**config.mk**
```make
export PLATFORM = sky130hd
export DESIGN_NAME = ellipse_midpoint_rasterizer_unit
export DESIGN_NICKNAME = d
export VERILOG_FILES = /design/src/rtl/emr_pkg.sv /design/src/rtl/emr_mul.sv /design/src/rtl/emr_pix.sv /design/src/rtl/emr_core.sv /design/src/rtl/ellipse_midpoint_rasterizer_unit.sv
export SDC_FILE = /design/constraint.sdc
export NUM_CORES = 2
export LEC_CHECK = 0
export ABC_CLOCK_PERIOD_IN_PS = 13100
export BUFFER_PORTS_ARGS = -buffer_cell sky130_fd_sc_hd__buf_2
export CELL_PAD_IN_SITES_DETAIL_PLACEMENT = 1
export CELL_PAD_IN_SITES_GLOBAL_PLACEMENT = 2
export CORE_MARGIN = 5
export CORE_UTILIZATION = 42
export CTS_CLUSTER_SIZE = 40
export DETAILED_ROUTE_END_ITERATION = 16
export PLACE_DENSITY_LB_ADDON = 0.1
export SLEW_MARGIN = 20
export SYNTH_ARGS = -nofsm -noshare
export SYNTH_HDL_FRONTEND = slang
export SYNTH_SLANG_ARGS = --single-unit
```
**constraint.sdc**
```tcl
create_clock -name clk -period 13.1 [get_ports clk]
set_clock_uncertainty 0.05 [all_clocks]
set_input_delay 1.965 -clock clk [delete_from_list [all_inputs] [get_ports clk]]
set_output_delay 1.965 -clock clk [all_outputs]
set_load 0.02 [all_outputs]
```
**src/rtl/emr_pkg.sv**
```systemverilog
// Shared constants, field widths, codes and the point handoff type for the
// midpoint ellipse rasterizer. No dependencies.
package emr_pkg;

  // radius width; all internal arithmetic widths follow from it
  localparam int RADIUS_BITS = 10;

  // fixed field widths of the stream and config payloads
  localparam int FIELD_W    = 10;
  localparam int COORD_W    = 10;
  localparam int COLOUR_W   = 4;
  localparam int PIX_W      = 12;
  localparam int IN_DATA_W  = ((2 * FIELD_W + 7) / 8) * 8;
  localparam int OUT_DATA_W = ((2 * PIX_W + COLOUR_W + 7) / 8) * 8;

  // internal arithmetic widths
  localparam int POINT_W = RADIUS_BITS + 1;
  localparam int SQ_W    = 2 * RADIUS_BITS;
  localparam int GRAD_W  = 3 * RADIUS_BITS + 4;
  localparam int DEC_W   = 4 * RADIUS_BITS + 4;
  localparam int ACC_W   = DEC_W + 2;
  localparam int MUL_W   = 2 * RADIUS_BITS + 4;
  localparam int PROD_W  = 2 * MUL_W;

  // config port
  localparam int CFG_IDX_W  = 2;
  localparam int CFG_DATA_W = 10;
  localparam logic [CFG_IDX_W-1:0] CFG_CENTER_X = 2'd0;
  localparam logic [CFG_IDX_W-1:0] CFG_CENTER_Y = 2'd1;
  localparam logic [CFG_IDX_W-1:0] CFG_COLOUR   = 2'd2;

  localparam logic [COORD_W-1:0]  CENTER_X_RST = 10'd200;
  localparam logic [COORD_W-1:0]  CENTER_Y_RST = 10'd200;
  localparam logic [COLOUR_W-1:0] COLOUR_RST   = 4'd15;

  // request kinds
  localparam logic KIND_START = 1'b0;
  localparam logic KIND_STEP  = 1'b1;

  // pixel order within a point
  localparam logic [1:0] PIX_PP = 2'd0;  // (+x, +y)
  localparam logic [1:0] PIX_MM = 2'd1;  // (-x, -y)
  localparam logic [1:0] PIX_PM = 2'd2;  // (+x, -y)
  localparam logic [1:0] PIX_MP = 2'd3;  // (-x, +y), last of the point

  // point handed from the walker to the pixel emitter
  typedef struct packed {
    logic [POINT_W-1:0] x;
    logic [POINT_W-1:0] y;
    logic               done;
  } point_t;

endpackage

```
**src/rtl/emr_mul.sv**
```systemverilog
// Shared unsigned multiplier with a registered product, used for all squares
// and start-term products of the walk. Depends on emr_pkg.
module emr_mul import emr_pkg::*; (
  input  logic              clk,
  input  logic              en,
  input  logic [MUL_W-1:0]  a,
  input  logic [MUL_W-1:0]  b,
  output logic [PROD_W-1:0] prod
);

  // product holds until the next enabled issue
  always_ff @(posedge clk) begin
    if (en) begin
      prod <= a * b;
    end
  end

endmodule

```
**src/rtl/emr_pix.sv**
```systemverilog
// Pixel emitter: takes one point and drives its four mirrored pixels through
// an output register. Depends on emr_pkg.
module emr_pix import emr_pkg::*; (
  input  logic                  clk,
  input  logic                  rst,
  input  logic                  pt_load,
  input  point_t                pt,
  input  logic [COORD_W-1:0]    center_x,
  input  logic [COORD_W-1:0]    center_y,
  input  logic [COLOUR_W-1:0]   colour,
  output logic                  pix_free,
  output logic                  m_tvalid,
  input  logic                  m_tready,
  output logic [OUT_DATA_W-1:0] m_tdata,  // pixel_x, pixel_y, pixel_colour, zero pad
  output logic                  m_tlast,  // last_of_point
  output logic                  m_tuser   // ellipse_done
);

  logic                pend;
  logic [1:0]          cnt;
  logic [POINT_W-1:0]  hold_x;
  logic [POINT_W-1:0]  hold_y;
  logic [COORD_W-1:0]  hold_cx;
  logic [COORD_W-1:0]  hold_cy;
  logic [COLOUR_W-1:0] hold_col;
  logic                hold_done;

  logic             fwd;
  logic             plus_x;
  logic             plus_y;
  logic [PIX_W-1:0] pix_x;
  logic [PIX_W-1:0] pix_y;

  assign pix_free = !pend;
  assign fwd      = pend && (!m_tvalid || m_tready);

  // mirror selection for the current pixel
  assign plus_x = (cnt == PIX_PP) || (cnt == PIX_PM);
  assign plus_y = (cnt == PIX_PP) || (cnt == PIX_MP);
  assign pix_x  = plus_x ? PIX_W'(hold_cx) + PIX_W'(hold_x) : PIX_W'(hold_cx) - PIX_W'(hold_x);
  assign pix_y  = plus_y ? PIX_W'(hold_cy) + PIX_W'(hold_y) : PIX_W'(hold_cy) - PIX_W'(hold_y);

  // control: pending point, pixel counter, output valid
  always_ff @(posedge clk) begin
    if (rst) begin
      pend     <= 1'b0;
      cnt      <= PIX_PP;
      m_tvalid <= 1'b0;
    end else begin
      if (pt_load) begin
        pend <= 1'b1;
        cnt  <= PIX_PP;
      end else if (fwd) begin
        cnt <= cnt + 2'd1;
        if (cnt == PIX_MP) begin
          pend <= 1'b0;
        end
      end
      if (fwd) begin
        m_tvalid <= 1'b1;
      end else if (m_tready) begin
        m_tvalid <= 1'b0;
      end
    end
  end

  // point and config snapshot taken with the step request
  always_ff @(posedge clk) begin
    if (pt_load) begin
      hold_x    <= pt.x;
      hold_y    <= pt.y;
      hold_done <= pt.done;
      hold_cx   <= center_x;
      hold_cy   <= center_y;
      hold_col  <= colour;
    end
  end

  // output payload register
  always_ff @(posedge clk) begin
    if (fwd) begin
      m_tdata <= OUT_DATA_W'({hold_col, pix_y, pix_x});
      m_tlast <= (cnt == PIX_MP);
      m_tuser <= hold_done;
    end
  end

`ifndef NO_ASSERTIONS
  a_load_when_free: assert property (@(posedge clk) disable iff (rst)
    pt_load |-> !pend)
    else $error("point loaded while emitter busy");

  a_load_restarts: assert property (@(posedge clk) disable iff (rst)
    pt_load |=> (pend && cnt == PIX_PP))
    else $error("emitter did not restart on point load");

  a_valid_mid_point: assert property (@(posedge clk) disable iff (rst)
    (pend && cnt != PIX_PP) |-> m_tvalid)
    else $error("output gap inside a point");
`endif

endmodule

```
**src/rtl/emr_core.sv**
```systemverilog
// Ellipse walker: sequencer plus datapath for the two-region midpoint walk,
// sharing one adder and the external multiplier. Depends on emr_pkg.
module emr_core import emr_pkg::*; (
  input  logic               clk,
  input  logic               rst,
  input  logic               in_valid,
  output logic               in_ready,
  input  logic               kind,
  input  logic [FIELD_W-1:0] x_radius,
  input  logic [FIELD_W-1:0] y_radius,
  input  logic               pix_free,
  output logic               pt_load,
  output point_t             pt,
  output logic               mul_en,
  output logic [MUL_W-1:0]   mul_a,
  output logic [MUL_W-1:0]   mul_b,
  input  logic [PROD_W-1:0]  mul_prod
);

  typedef enum logic [21:0] {
    S_IDLE  = 22'h000001,
    S_SQ_RX = 22'h000002,
    S_SQ_RY = 22'h000004,
    S_RXRY  = 22'h000008,
    S_D1A   = 22'h000010,
    S_D1B   = 22'h000020,
    S_D1C   = 22'h000040,
    S_TRUNC = 22'h000080,
    S_R1A   = 22'h000100,
    S_R1B   = 22'h000200,
    S_R1C   = 22'h000400,
    S_R1D   = 22'h000800,
    S_TTX   = 22'h001000,
    S_TYM   = 22'h002000,
    S_TA    = 22'h004000,
    S_TB    = 22'h008000,
    S_TC    = 22'h010000,
    S_TD    = 22'h020000,
    S_R2A   = 22'h040000,
    S_R2B   = 22'h080000,
    S_R2C   = 22'h100000,
    S_R2D   = 22'h200000
  } state_t;

  state_t                   state;
  logic [RADIUS_BITS-1:0]   rx;
  logic [RADIUS_BITS-1:0]   ry;
  logic [SQ_W-1:0]          rx_sq;
  logic [SQ_W-1:0]          ry_sq;
  logic [POINT_W-1:0]       point_x;
  logic [POINT_W-1:0]       point_y;
  logic signed [GRAD_W-1:0] x_grad;
  logic signed [GRAD_W-1:0] y_grad;
  logic signed [ACC_W-1:0]  decision;
  logic [MUL_W-1:0]         sq_tmp;
  logic                     in_region_two;
  logic                     walk_active;
  logic                     dec_test;  // region one: d < 0; region two: d > 0

  logic                     accept;
  logic                     is_last;
  logic signed [GRAD_W-1:0] two_rx_sq;
  logic signed [GRAD_W-1:0] two_ry_sq;
  logic signed [ACC_W-1:0]  rx_sq_ext;
  logic signed [ACC_W-1:0]  ry_sq_ext;
  logic signed [ACC_W-1:0]  ry_sq_x4;
  logic signed [ACC_W-1:0]  xg_ext;
  logic signed [ACC_W-1:0]  yg_ext;
  logic signed [ACC_W-1:0]  prod_ext;
  logic signed [ACC_W-1:0]  prod_x4;
  logic [POINT_W-1:0]       ym_abs;
  logic [MUL_W-1:0]         tx;

  logic                     add_base;
  logic                     add_sub;
  logic                     add_shift;
  logic signed [ACC_W-1:0]  add_op;
  logic signed [ACC_W-1:0]  add_a;
  logic signed [ACC_W-1:0]  add_sum;
  logic signed [ACC_W-1:0]  add_res;

  // handshake and point handoff
  assign accept   = in_valid && in_ready;
  assign in_ready = (state == S_IDLE) && pix_free;
  assign is_last  = (point_y == '0);
  assign pt_load  = accept && (kind == KIND_STEP) && walk_active;
  assign pt       = '{x: point_x, y: point_y, done: is_last};

  // operand forms
  assign two_rx_sq = signed'(GRAD_W'({rx_sq, 1'b0}));
  assign two_ry_sq = signed'(GRAD_W'({ry_sq, 1'b0}));
  assign rx_sq_ext = signed'(ACC_W'(rx_sq));
  assign ry_sq_ext = signed'(ACC_W'(ry_sq));
  assign ry_sq_x4  = signed'(ACC_W'({ry_sq, 2'b00}));
  assign xg_ext    = ACC_W'(x_grad);
  assign yg_ext    = ACC_W'(y_grad);
  assign prod_ext  = signed'(ACC_W'(mul_prod));
  assign prod_x4   = signed'(ACC_W'({mul_prod, 2'b00}));
  assign tx        = MUL_W'({point_x, 1'b1});
  // |y - 1|, which is 1 when y has reached zero
  assign ym_abs    = is_last ? POINT_W'(1) : point_y - POINT_W'(1);

  // multiplier issue
  always_comb begin
    mul_en = 1'b1;
    mul_a  = '0;
    mul_b  = '0;
    case (state)
      S_SQ_RX: begin
        mul_a = MUL_W'(rx);
        mul_b = MUL_W'(rx);
      end
      S_SQ_RY: begin
        mul_a = MUL_W'(ry);
        mul_b = MUL_W'(ry);
      end
      S_RXRY: begin
        mul_a = MUL_W'(rx_sq);
        mul_b = MUL_W'(ry);
      end
      S_TTX: begin
        mul_a = tx;
        mul_b = tx;
      end
      S_TYM: begin
        mul_a = MUL_W'(ym_abs);
        mul_b = MUL_W'(ym_abs);
      end
      S_TA: begin
        mul_a = MUL_W'(ry_sq);
        mul_b = sq_tmp;
      end
      S_TB: begin
        mul_a = MUL_W'(rx_sq);
        mul_b = sq_tmp;
      end
      S_TC: begin
        mul_a = MUL_W'(rx_sq);
        mul_b = MUL_W'(ry_sq);
      end
      default: begin
        mul_en = 1'b0;
      end
    endcase
  end

  // shared decision adder: base +/- operand, optional divide by four
  always_comb begin
    add_base  = 1'b1;
    add_sub   = 1'b0;
    add_shift = 1'b0;
    add_op    = '0;
    case (state)
      S_D1A: begin
        add_base = 1'b0;
        add_sub  = 1'b1;
        add_op   = prod_x4;
      end
      S_D1B:   add_op = ry_sq_x4;
      S_D1C:   add_op = rx_sq_ext;
      S_TRUNC: begin
        // bias negative values so the shift rounds toward zero
        add_op    = decision[ACC_W-1] ? ACC_W'(3) : '0;
        add_shift = 1'b1;
      end
      S_R1B:   add_op = xg_ext;
      S_R1C: begin
        add_sub = 1'b1;
        add_op  = dec_test ? '0 : yg_ext;
      end
      S_R1D:   add_op = ry_sq_ext;
      S_TB: begin
        add_base = 1'b0;
        add_op   = prod_ext;
      end
      S_TC:    add_op = prod_x4;
      S_TD: begin
        add_sub = 1'b1;
        add_op  = prod_x4;
      end
      S_R2B:   add_op = rx_sq_ext;
      S_R2C: begin
        add_sub = 1'b1;
        add_op  = yg_ext;
      end
      S_R2D:   add_op = xg_ext;
      default: add_op = '0;
    endcase
  end

  assign add_a   = add_base ? decision : '0;
  assign add_sum = add_a + (add_op ^ {ACC_W{add_sub}}) + ACC_W'(add_sub);
  assign add_res = add_shift ? (add_sum >>> 2) : add_sum;

  // sequencer and walk state
  always_ff @(posedge clk) begin
    if (rst) begin
      state         <= S_IDLE;
      walk_active   <= 1'b0;
      in_region_two <= 1'b0;
    end else begin
      case (state)
        S_IDLE: begin
          if (accept) begin
            if (kind == KIND_START) begin
              rx            <= RADIUS_BITS'(x_radius);
              ry            <= RADIUS_BITS'(y_radius);
              point_x       <= '0;
              point_y       <= POINT_W'(RADIUS_BITS'(y_radius));
              x_grad        <= '0;
              in_region_two <= 1'b0;
              walk_active   <= 1'b1;
              state         <= S_SQ_RX;
            end else if (walk_active) begin
              if (is_last) begin
                walk_active <= 1'b0;
              end else begin
                state <= in_region_two ? S_R2A : S_R1A;
              end
            end
          end
        end
        // start terms
        S_SQ_RX: state <= S_SQ_RY;
        S_SQ_RY: begin
          rx_sq <= SQ_W'(mul_prod);
          state <= S_RXRY;
        end
        S_RXRY: begin
          ry_sq <= SQ_W'(mul_prod);
          state <= S_D1A;
        end
        S_D1A: begin
          y_grad   <= GRAD_W'({mul_prod, 1'b0});
          decision <= add_res;
          state    <= S_D1B;
        end
        S_D1B: begin
          decision <= add_res;
          state    <= S_D1C;
        end
        S_D1C: begin
          decision <= add_res;
          state    <= S_TRUNC;
        end
        S_TRUNC: begin
          decision <= add_res;
          state    <= S_IDLE;
        end
        // region one advance
        S_R1A: begin
          point_x  <= point_x + POINT_W'(1);
          x_grad   <= x_grad + two_ry_sq;
          dec_test <= decision[ACC_W-1];
          if (!decision[ACC_W-1]) begin
            point_y <= point_y - POINT_W'(1);
            y_grad  <= y_grad - two_rx_sq;
          end
          state <= S_R1B;
        end
        S_R1B: begin
          decision <= add_res;
          state    <= S_R1C;
        end
        S_R1C: begin
          decision <= add_res;
          state    <= S_R1D;
        end
        S_R1D: begin
          decision <= add_res;
          if (!(x_grad < y_grad)) begin
            in_region_two <= 1'b1;
            state         <= S_TTX;
          end else begin
            state <= S_IDLE;
          end
        end
        // region two start term
        S_TTX: state <= S_TYM;
        S_TYM: begin
          sq_tmp <= MUL_W'(mul_prod);
          state  <= S_TA;
        end
        S_TA: begin
          sq_tmp <= MUL_W'(mul_prod);
          state  <= S_TB;
        end
        S_TB: begin
          decision <= add_res;
          state    <= S_TC;
        end
        S_TC: begin
          decision <= add_res;
          state    <= S_TD;
        end
        S_TD: begin
          decision <= add_res;
          state    <= S_TRUNC;
        end
        // region two advance
        S_R2A: begin
          point_y  <= point_y - POINT_W'(1);
          y_grad   <= y_grad - two_rx_sq;
          dec_test <= !decision[ACC_W-1] && (decision != '0);
          state    <= S_R2B;
        end
        S_R2B: begin
          decision <= add_res;
          if (!dec_test) begin
            point_x <= point_x + POINT_W'(1);
            x_grad  <= x_grad + two_ry_sq;
          end
          state <= S_R2C;
        end
        S_R2C: begin
          decision <= add_res;
          state    <= dec_test ? S_IDLE : S_R2D;
        end
        S_R2D: begin
          decision <= add_res;
          state    <= S_IDLE;
        end
        default: state <= S_IDLE;
      endcase
    end
  end

`ifndef NO_ASSERTIONS
  a_start_setup: assert property (@(posedge clk) disable iff (rst)
    (accept && kind == KIND_START) |=> (state == S_SQ_RX && walk_active && point_x == '0))
    else $error("start request did not set up the walk");

  a_final_point_ends: assert property (@(posedge clk) disable iff (rst)
    (pt_load && pt.done) |=> !walk_active)
    else $error("walk still active after the final point");

  a_region_two_grad: assert property (@(posedge clk) disable iff (rst)
    (walk_active && in_region_two && state == S_IDLE) |-> (x_grad >= y_grad))
    else $error("region two entered with x gradient below y gradient");
`endif

endmodule

```
**src/rtl/ellipse_midpoint_rasterizer_unit.sv**
```systemverilog
// Midpoint ellipse rasterizer: top level with config registers, the walker,
// the shared multiplier and the pixel emitter.
// Depends on emr_pkg, emr_mul, emr_core, emr_pix.
//
// Usage:
//   Requests arrive on s_*; s_tuser is the kind (0 start, 1 step) and
//   s_tdata carries the radii. A start request loads the radii and
//   computes the start terms; it emits nothing. A step request
//   emits the four mirrored pixels of the current point on m_* in the order
//   (+x,+y), (-x,-y), (+x,-y), (-x,+y), m_tlast on the fourth, m_tuser on
//   all four pixels of the final point (y = 0). Steps when no walk is
//   active are taken and dropped.
//   A step's point is taken into the emitter's hold registers, and its
//   four pixels go out through the output register one per cycle while
//   m_tready is high. A new step request is taken only when the walker is
//   idle again; meanwhile it updates the decision through the one shared
//   adder, and the step that enters region two also forms the region-two
//   start term in the shared multiplier.
//   A stalled receiver holds the output register; s_tready stays low until
//   the emitter has handed out all pixels of the pending point.
//   Reset (synchronous, rst high) idles the walk and sets the centre to
//   (200, 200) and the colour to 15. Config writes via cfg_we are taken
//   at any edge; unused indexes are ignored.
module ellipse_midpoint_rasterizer_unit import emr_pkg::*; (
  input  logic                  clk,
  input  logic                  rst,
  input  logic                  s_tvalid,
  output logic                  s_tready,
  input  logic [IN_DATA_W-1:0]  s_tdata,   // x_radius, y_radius, zero pad
  input  logic                  s_tuser,   // kind
  output logic                  m_tvalid,
  input  logic                  m_tready,
  output logic [OUT_DATA_W-1:0] m_tdata,   // pixel_x, pixel_y, pixel_colour, zero pad
  output logic                  m_tlast,   // last_of_point
  output logic                  m_tuser,   // ellipse_done
  input  logic                  cfg_we,
  input  logic [CFG_IDX_W-1:0]  cfg_index,
  input  logic [CFG_DATA_W-1:0] cfg_data
);

  logic [COORD_W-1:0]  center_x;
  logic [COORD_W-1:0]  center_y;
  logic [COLOUR_W-1:0] draw_colour;

  logic              pix_free;
  logic              pt_load;
  point_t            pt;
  logic              mul_en;
  logic [MUL_W-1:0]  mul_a;
  logic [MUL_W-1:0]  mul_b;
  logic [PROD_W-1:0] mul_prod;

  // config registers
  always_ff @(posedge clk) begin
    if (rst) begin
      center_x    <= CENTER_X_RST;
      center_y    <= CENTER_Y_RST;
      draw_colour <= COLOUR_RST;
    end else if (cfg_we) begin
      case (cfg_index)
        CFG_CENTER_X: center_x    <= COORD_W'(cfg_data);
        CFG_CENTER_Y: center_y    <= COORD_W'(cfg_data);
        CFG_COLOUR:   draw_colour <= COLOUR_W'(cfg_data);
        default:      ;
      endcase
    end
  end

  emr_mul u_mul (
    .clk  (clk),
    .en   (mul_en),
    .a    (mul_a),
    .b    (mul_b),
    .prod (mul_prod)
  );

  emr_core u_core (
    .clk      (clk),
    .rst      (rst),
    .in_valid (s_tvalid),
    .in_ready (s_tready),
    .kind     (s_tuser),
    .x_radius (s_tdata[FIELD_W-1:0]),
    .y_radius (s_tdata[2*FIELD_W-1:FIELD_W]),
    .pix_free (pix_free),
    .pt_load  (pt_load),
    .pt       (pt),
    .mul_en   (mul_en),
    .mul_a    (mul_a),
    .mul_b    (mul_b),
    .mul_prod (mul_prod)
  );

  emr_pix u_pix (
    .clk      (clk),
    .rst      (rst),
    .pt_load  (pt_load),
    .pt       (pt),
    .center_x (center_x),
    .center_y (center_y),
    .colour   (draw_colour),
    .pix_free (pix_free),
    .m_tvalid (m_tvalid),
    .m_tready (m_tready),
    .m_tdata  (m_tdata),
    .m_tlast  (m_tlast),
    .m_tuser  (m_tuser)
  );

endmodule
```
; After elaboration in Yosys (flattened, before gate mapping)
; Index checks and enable logic that the tools add are counted.
[totals]
register_bits = 396
input_bits = 42
out_inout_bits = 36
word_cells = 180
[classes]
n_addsub = 11
multipliers = 1
order_cmp = 1
n_eq_ne = 33
mux = 48
bitwise_logic = 3
n_reduce_logical = 53
[ops]
columns = operator, count
row1 = $pmux 22 s19, 1
row2 = $pmux 46 s9, 1
row3 = $pmux 34 s3, 2
row4 = $pmux 24 s6, 1
row5 = $mux 34, 4
row6 = $pmux 20 s6, 1
row7 = $mux 22, 5
row8 = $mux 46, 2
row9 = $mux 11, 7
row10 = $pmux 11 s3, 2
row11 = $add 46x1->46, 1
row12 = $add 46x46->46, 1
row13 = $reduce_bool 46->1, 1
row14 = $xor 46x46->46, 1
row15 = $mux 45, 1
row16 = $mul 20x24->44, 1
row17 = $add 34x22->34, 1
row18 = $lt 34x34->1, 1
row19 = $sub 34x22->34, 1
row20 = $add 10x11->12, 2
row21 = $mux 12, 2
row22 = $sub 10x11->12, 2
row23 = $eq 22x1->1 const B, 1
row24 = $eq 22x10->1 const B, 1
row25 = 51 further kinds, 107

; Longest topological paths before layout
[depth]
depth_word = 7
depth_mapped = 40
ltp_nobuf = 38

; By module
; From an unflattened synthesis, not the netlist that was laid out.
[hier_totals]
hier_cells = 4628
hier_area_um2 = 43623.1
[by_module_without_submodules]
columns = mod, n_inst, cells_per_inst, area_each_um2, seq_area_each_um2
row1 = emr_mul, 1, 2255, 20551.0, 1441.4
row2 = emr_core, 1, 1973, 18154.9, 7056.8
row3 = emr_pix, 1, 304, 3933.8, 2392.3
row4 = ellipse_midpoint_rasterizer_unit, 1, 96, 983.4, 480.5

; Worst setup path before layout
; OpenSTA, ideal clock, no wires.
[synth_path]
path_type = flip-flop to flip-flop
from = register u_core.point_y[0]
to = register u_mul.prod[35], data pin
setup_ns = 0.258
arrival_time_ns = 8.949
required_ns = 12.792
slack_ns = 3.843
path_stages_with_launch = 35
n_path_buf = 1
synth_period_minus_slack_ns = 9.257
cell_sequence = edfxtp_1 > inv_1 > ha_1 > nand2b_1 > or4_1 > or4_1 > inv_2 > nor2_2 > a222oi_1 > and2_1 > clkbuf_1 > nor2_1 > fa_1 > inv_1 > fa_1 > inv_1 > fa_1 > fa_1 > fa_1 > fa_1 > inv_1 > fa_1 > inv_1 > ha_1 > a21oi_1 > o21bai_1 > a311oi_1 > o21bai_1 > a221oi_2 > o22ai_1 > a221o_1 > a31o_2 > a21o_1 > a21oi_1 > xnor2_1
[synth_lines]
columns = element, line
row1 = from (decl), emr_core.sv:51  ; logic [POINT_W-1:0] point_y;
row2 = from (signal assigned), emr_core.sv:209  ; point_y <= POINT_W'(RADIUS_BITS'(y_radius));
row3 = from (signal assigned), emr_core.sv:256  ; point_y <= point_y - POINT_W'(1);
row4 = from (signal assigned), emr_core.sv:302  ; point_y <= point_y - POINT_W'(1);
row5 = to (signal assigned), emr_mul.sv:14  ; prod <= a * b;
row6 = to (decl), emr_mul.sv:8  ; output logic [PROD_W-1:0] prod

; Final worst setup path
[layout_path]
from = register u_core.state[4]
to = register u_mul.prod[40], data pin
[layout_via]
elab_chain_cells = 4
word_cells_on_any_way = 14
cone_classes = mul: 1 / eq/ne: 8 / mux: 2 / reduce/logical: 3
[layout_rtl]
columns = element, line
row1 = from (decl), emr_core.sv:45  ; state_t state;
row2 = from (signal assigned), emr_core.sv:218  ; state <= in_region_two ? S_R2A : S_R1A;
row3 = from (signal assigned), emr_core.sv:317  ; state <= dec_test ? S_IDLE : S_R2D;
row4 = "$eq 22x4->1, or another cell as far along", emr_core.sv:108  ; case (state)
row5 = $reduce_or 3->1 (no source line) / $reduce_or 2->1 (equally long branches), n/a
row6 = $pmux 20 s6 / $pmux 24 s6 (equally long branches), emr_core.sv:108
row7 = $mul 20x24->44 *, emr_mul.sv:14
; Mark *: on every way between the ends. The rest lies on a longest branch, timed or not.
; A chain may end at the register's enable or synchronous reset.

==> flow_metrics.py <==
metrics = {
    "power_and_ir_drop": {
        "ir_drop_mv": 0.0859,
        "p_leak_nw": 18.9,
        "power_density_mw_per_mm2": 66.1,
    },
    "placed_design": {
        "dp_slack_ns": 1.85,
        "placed_cell_area_mm2": 0.0404,
        "gp_congestion": 0.838,
        "port_buffers": 69,
        "dp.cells": 5252,
        "hpwlAfterDp_um": 99000,
    },
    "synthesis": {
        "synth_common_cells": "inv_1 (575), nand2_1 (557), fa_1 (397), nor2_1 (372), edfxtp_1 (340)",
        "ys_seq_area_share_pct": 29.2,
        "synth-compound-area-share_pct": 12.1,
        "yosysMostFrequentCell": "inv_1",
        "synth_top_area_share_pct": 26.5,
        "synth.largest_area_cell": "edfxtp_1",
        "ys_types": 89,
        "synth-seq-cells": 392,
        "muxShareOfSynthArea_pct": 0.282,
        "synth_area_per_cell_um2": 9.45,
        "yosys.area_share.simple_pct": 15.7,
        "yosys_warnings": 0,
        "synth_xor_area_share_pct": 5.08,
        "synth_flop_cell": "edfxtp_1",
        "syn_inst": 4085,
        "synthAdderAreaFrac_pct": 30.2,
        "async_flop_share_pct": 0,
        "synth_area_mm2": 0.0386,
        "synthTopCellsByArea": "edfxtp_1 (26%), fa_1 (21%), ha_1 (9.6%)",
        "synth_top_family_by_area": "adder cells",
        "synth-edff-count": 340,
    },
    "timing": {
        "fin_crit_sh_pct": 87.4,
        "tightest_slew_ns": 1.06,
        "setup_viol_count_final": 0,
        "final_max_slew_viol_count": 0,
        "finalCriticalPeriod_ns": 11.44,
        "slew_headroom_pct": 28.9,
        "fmax_ghz": 0.0874,
        "setup-tns-final_ns": 0,
        "rsz0062_at_grt": "false",
        "setup_ws_ns": 1.66,
        "hold_violations": 0,
    },
    "clock_network": {
        "tritoncts": "yes",
        "clockRootBuffer": "clkbuf_16",
        "clock_sinks": 392,
        "cts.clk_slew.worst_paths_ns": 0.06,
        "post_cts_buffers": 0,
        "clk_latency_ns": 0.62,
        "clockBufferDepth": 3,
        "cts-htree-levels": 2,
        "hold_buffers": 0,
        "cts_buffers": 43,
        "cts_resized": 0,
    },
    "final_layout": {
        "drive_gt1_share_pct": 6.81,
        "fin_area_mm2": 0.0419,
        "final_cells": 5330,
        "nets": 4847,
        "syn_to_final_growth_pct": 8.49,
    },
    "routing": {
        "dr.pass1.iters": 8,
        "drt-total-wl_um": 129000,
        "vias_per_cell": 5.67,
        "wl_per_cell_um": 24.1,
        "initialDrtViolationCount": 2665,
        "drc": 0,
        "vias": 30200,
        "antenna_left": 0,
    },
    "outcome": {
        "outcome": "finished, final reports clean",
    },
    "min_path": {
        "hold_class": "reg2reg",
    },
    "critical_path": {
        "critical_path_arrival_ns": 11.75,
        "end_kind": "register",
        "cp_slowest_cell": "nand2_1",
        "critPathRequiredTime_ns": 13.40,
        "crit_type": "reg2reg",
        "path_max_fanout": 26,
        "r2r_slack_ns": 1.66,
        "cpMostUsedCell": "fa_1",
        "cp_slowest_stage_delay_ns": 0.77,
        "start_kind": "register",
    },
    "global_routing": {
        "grt_remaining_overflow": 0,
        "grt_usage_pct": 25.8,
        "grt_pass1_wl_um": 196000,
        "grt_start_max_net_pins": 50,
        "antenna_found_initial": 0,
        "grt_pass1_vias": 31400,
    },
    "floorplan": {
        "fp.coreArea_mm2": 0.0914,
        "ioPinCount": 78,
        "die_area_mm2": 0.0980,
        "die_h_um": 313,
        "rows": 111,
        "die_w_um": 313,
        "start_util_pct": 42.2,
    },
    "run": {
        "maxCapViolations": 0,
    },
}
==> where the power goes <==
part,total [mW],switching (mW),internal (mW)
clock network,1.25,0.562,0.688
registers,1.39,0.0187,1.37
logic,0.130,0.0855,0.0446
total,2.77,0.666,2.10
==> kinds of logic after synthesis <==
group	Yosys count
other	1
buffers and inverters	751
xor gates and xnor gates	224
and+or+nand+nor	1335
DFF	392
muxes	10
adders and majority gates	694
AOI/OAI and AO/OA	678
==> path summary, 6_finish.rpt <==
check | start | cells after the start | endpoint
setup / recovery | u_core.state[4]$_SDFFE_PP0P_ | 35 | u_mul.prod[40]$_DFFE_PP_
hold / removal | u_pix.hold_col[2]$_DFFE_PP_ | 0 | u_pix.m_tdata[26]$_DFFE_PP_
setup reg to reg | u_core.state[4]$_SDFFE_PP0P_ | 35 | u_mul.prod[40]$_DFFE_PP_
hold reg to reg | u_pix.hold_col[2]$_DFFE_PP_ | 0 | u_pix.m_tdata[26]$_DFFE_PP_
==> stage by stage <==
| step | utilization, % | hold slack (ns) | power (mW) |
|---|---|---|---|
| floorplan | - | 0.350 | 1.49 |
| global placement | 44.3 | 0.353 | 1.54 |
| detailed placement | 44.3 | 0.357 | 1.54 |
| CTS | 45.8 | 0.375 | 2.80 |
| global route | 45.8 | 0.387 | 2.85 |
| finish | 45.8 | 0.373 | 2.77 |
==> registers in the layout (all words and copies together), names as in the netlist, 2 cells and up <==
name and count:
center_x 10, center_y 10, draw_colour 4, u_core.decision 46, u_core.point_x 11, u_core.point_y 11, u_core.rx 10, u_core.rx_sq 20
u_core.ry 10, u_core.ry_sq 20, u_core.sq_tmp 24, u_core.state 22, u_core.x_grad 33, u_core.y_grad 33, u_mul.prod 44, u_pix.cnt 2
u_pix.hold_col 4, u_pix.hold_cx 10, u_pix.hold_cy 10, u_pix.hold_x 11, u_pix.hold_y 11, u_pix.m_tdata 28
==> worst max-delay path, delay by kind of cell (launching register included) <==
kind            cells  cell delay (ns)
buf+inv             7             0.86
xor+xnor            1             0.15
compound gates     10             2.64
simple gates        9             3.25
fa+ha+maj           8             3.86
flops               1             0.35
==> cell type report <==
class                      count  area (um2)
fill                       10500       49500
tap                         1186        1480
timing repair buffer         153         976
multi-input combinational   2945       24600
clock inverter                26         245
antenna                        1        2.50
clock buffer                  51        1170
sequential                   392       11300
inverter                     576        2160
==> cell usage in the layout (no fill, tap or decap), types with 9 or more instances in the layout <==
cell         n
inv_1      574
a31oi_1     10
nor2b_1     28
nand2b_1    31
nand4_1     30
or3_1       19
xnor2_1    120
nor4_1      22
a22o_1      18
a222oi_1    76
o21ai_0    101
fa_1       397
and3_1      68
o21a_1      21
a221oi_1    20
o21bai_1    29
dfxtp_1     52
buf_4       84
o31ai_1     25
edfxtp_1   340
nor2_1     367
clkbuf_16   46
o21ai_1     19
nand3_1     65
or2_2        9
and2_1      36
a21oi_1    176
clkinv_2     9
ha_1       297
a22oi_1     21
nand3b_1    16
buf_2       69
xor2_1     104
a21o_1      79
a211oi_1    13
nand2_1    557
nor3_1      40
==> metal layers <==
metal,track usage (%),vias up,part of all wire (%)
li1,-,13800,-
met1,36.5,15500,45
met2,43.4,782,48
met3,2.87,134,5.1
met4,4.89,0,2.0
met5,0,-,0
(Power assumes the default switching activity.)
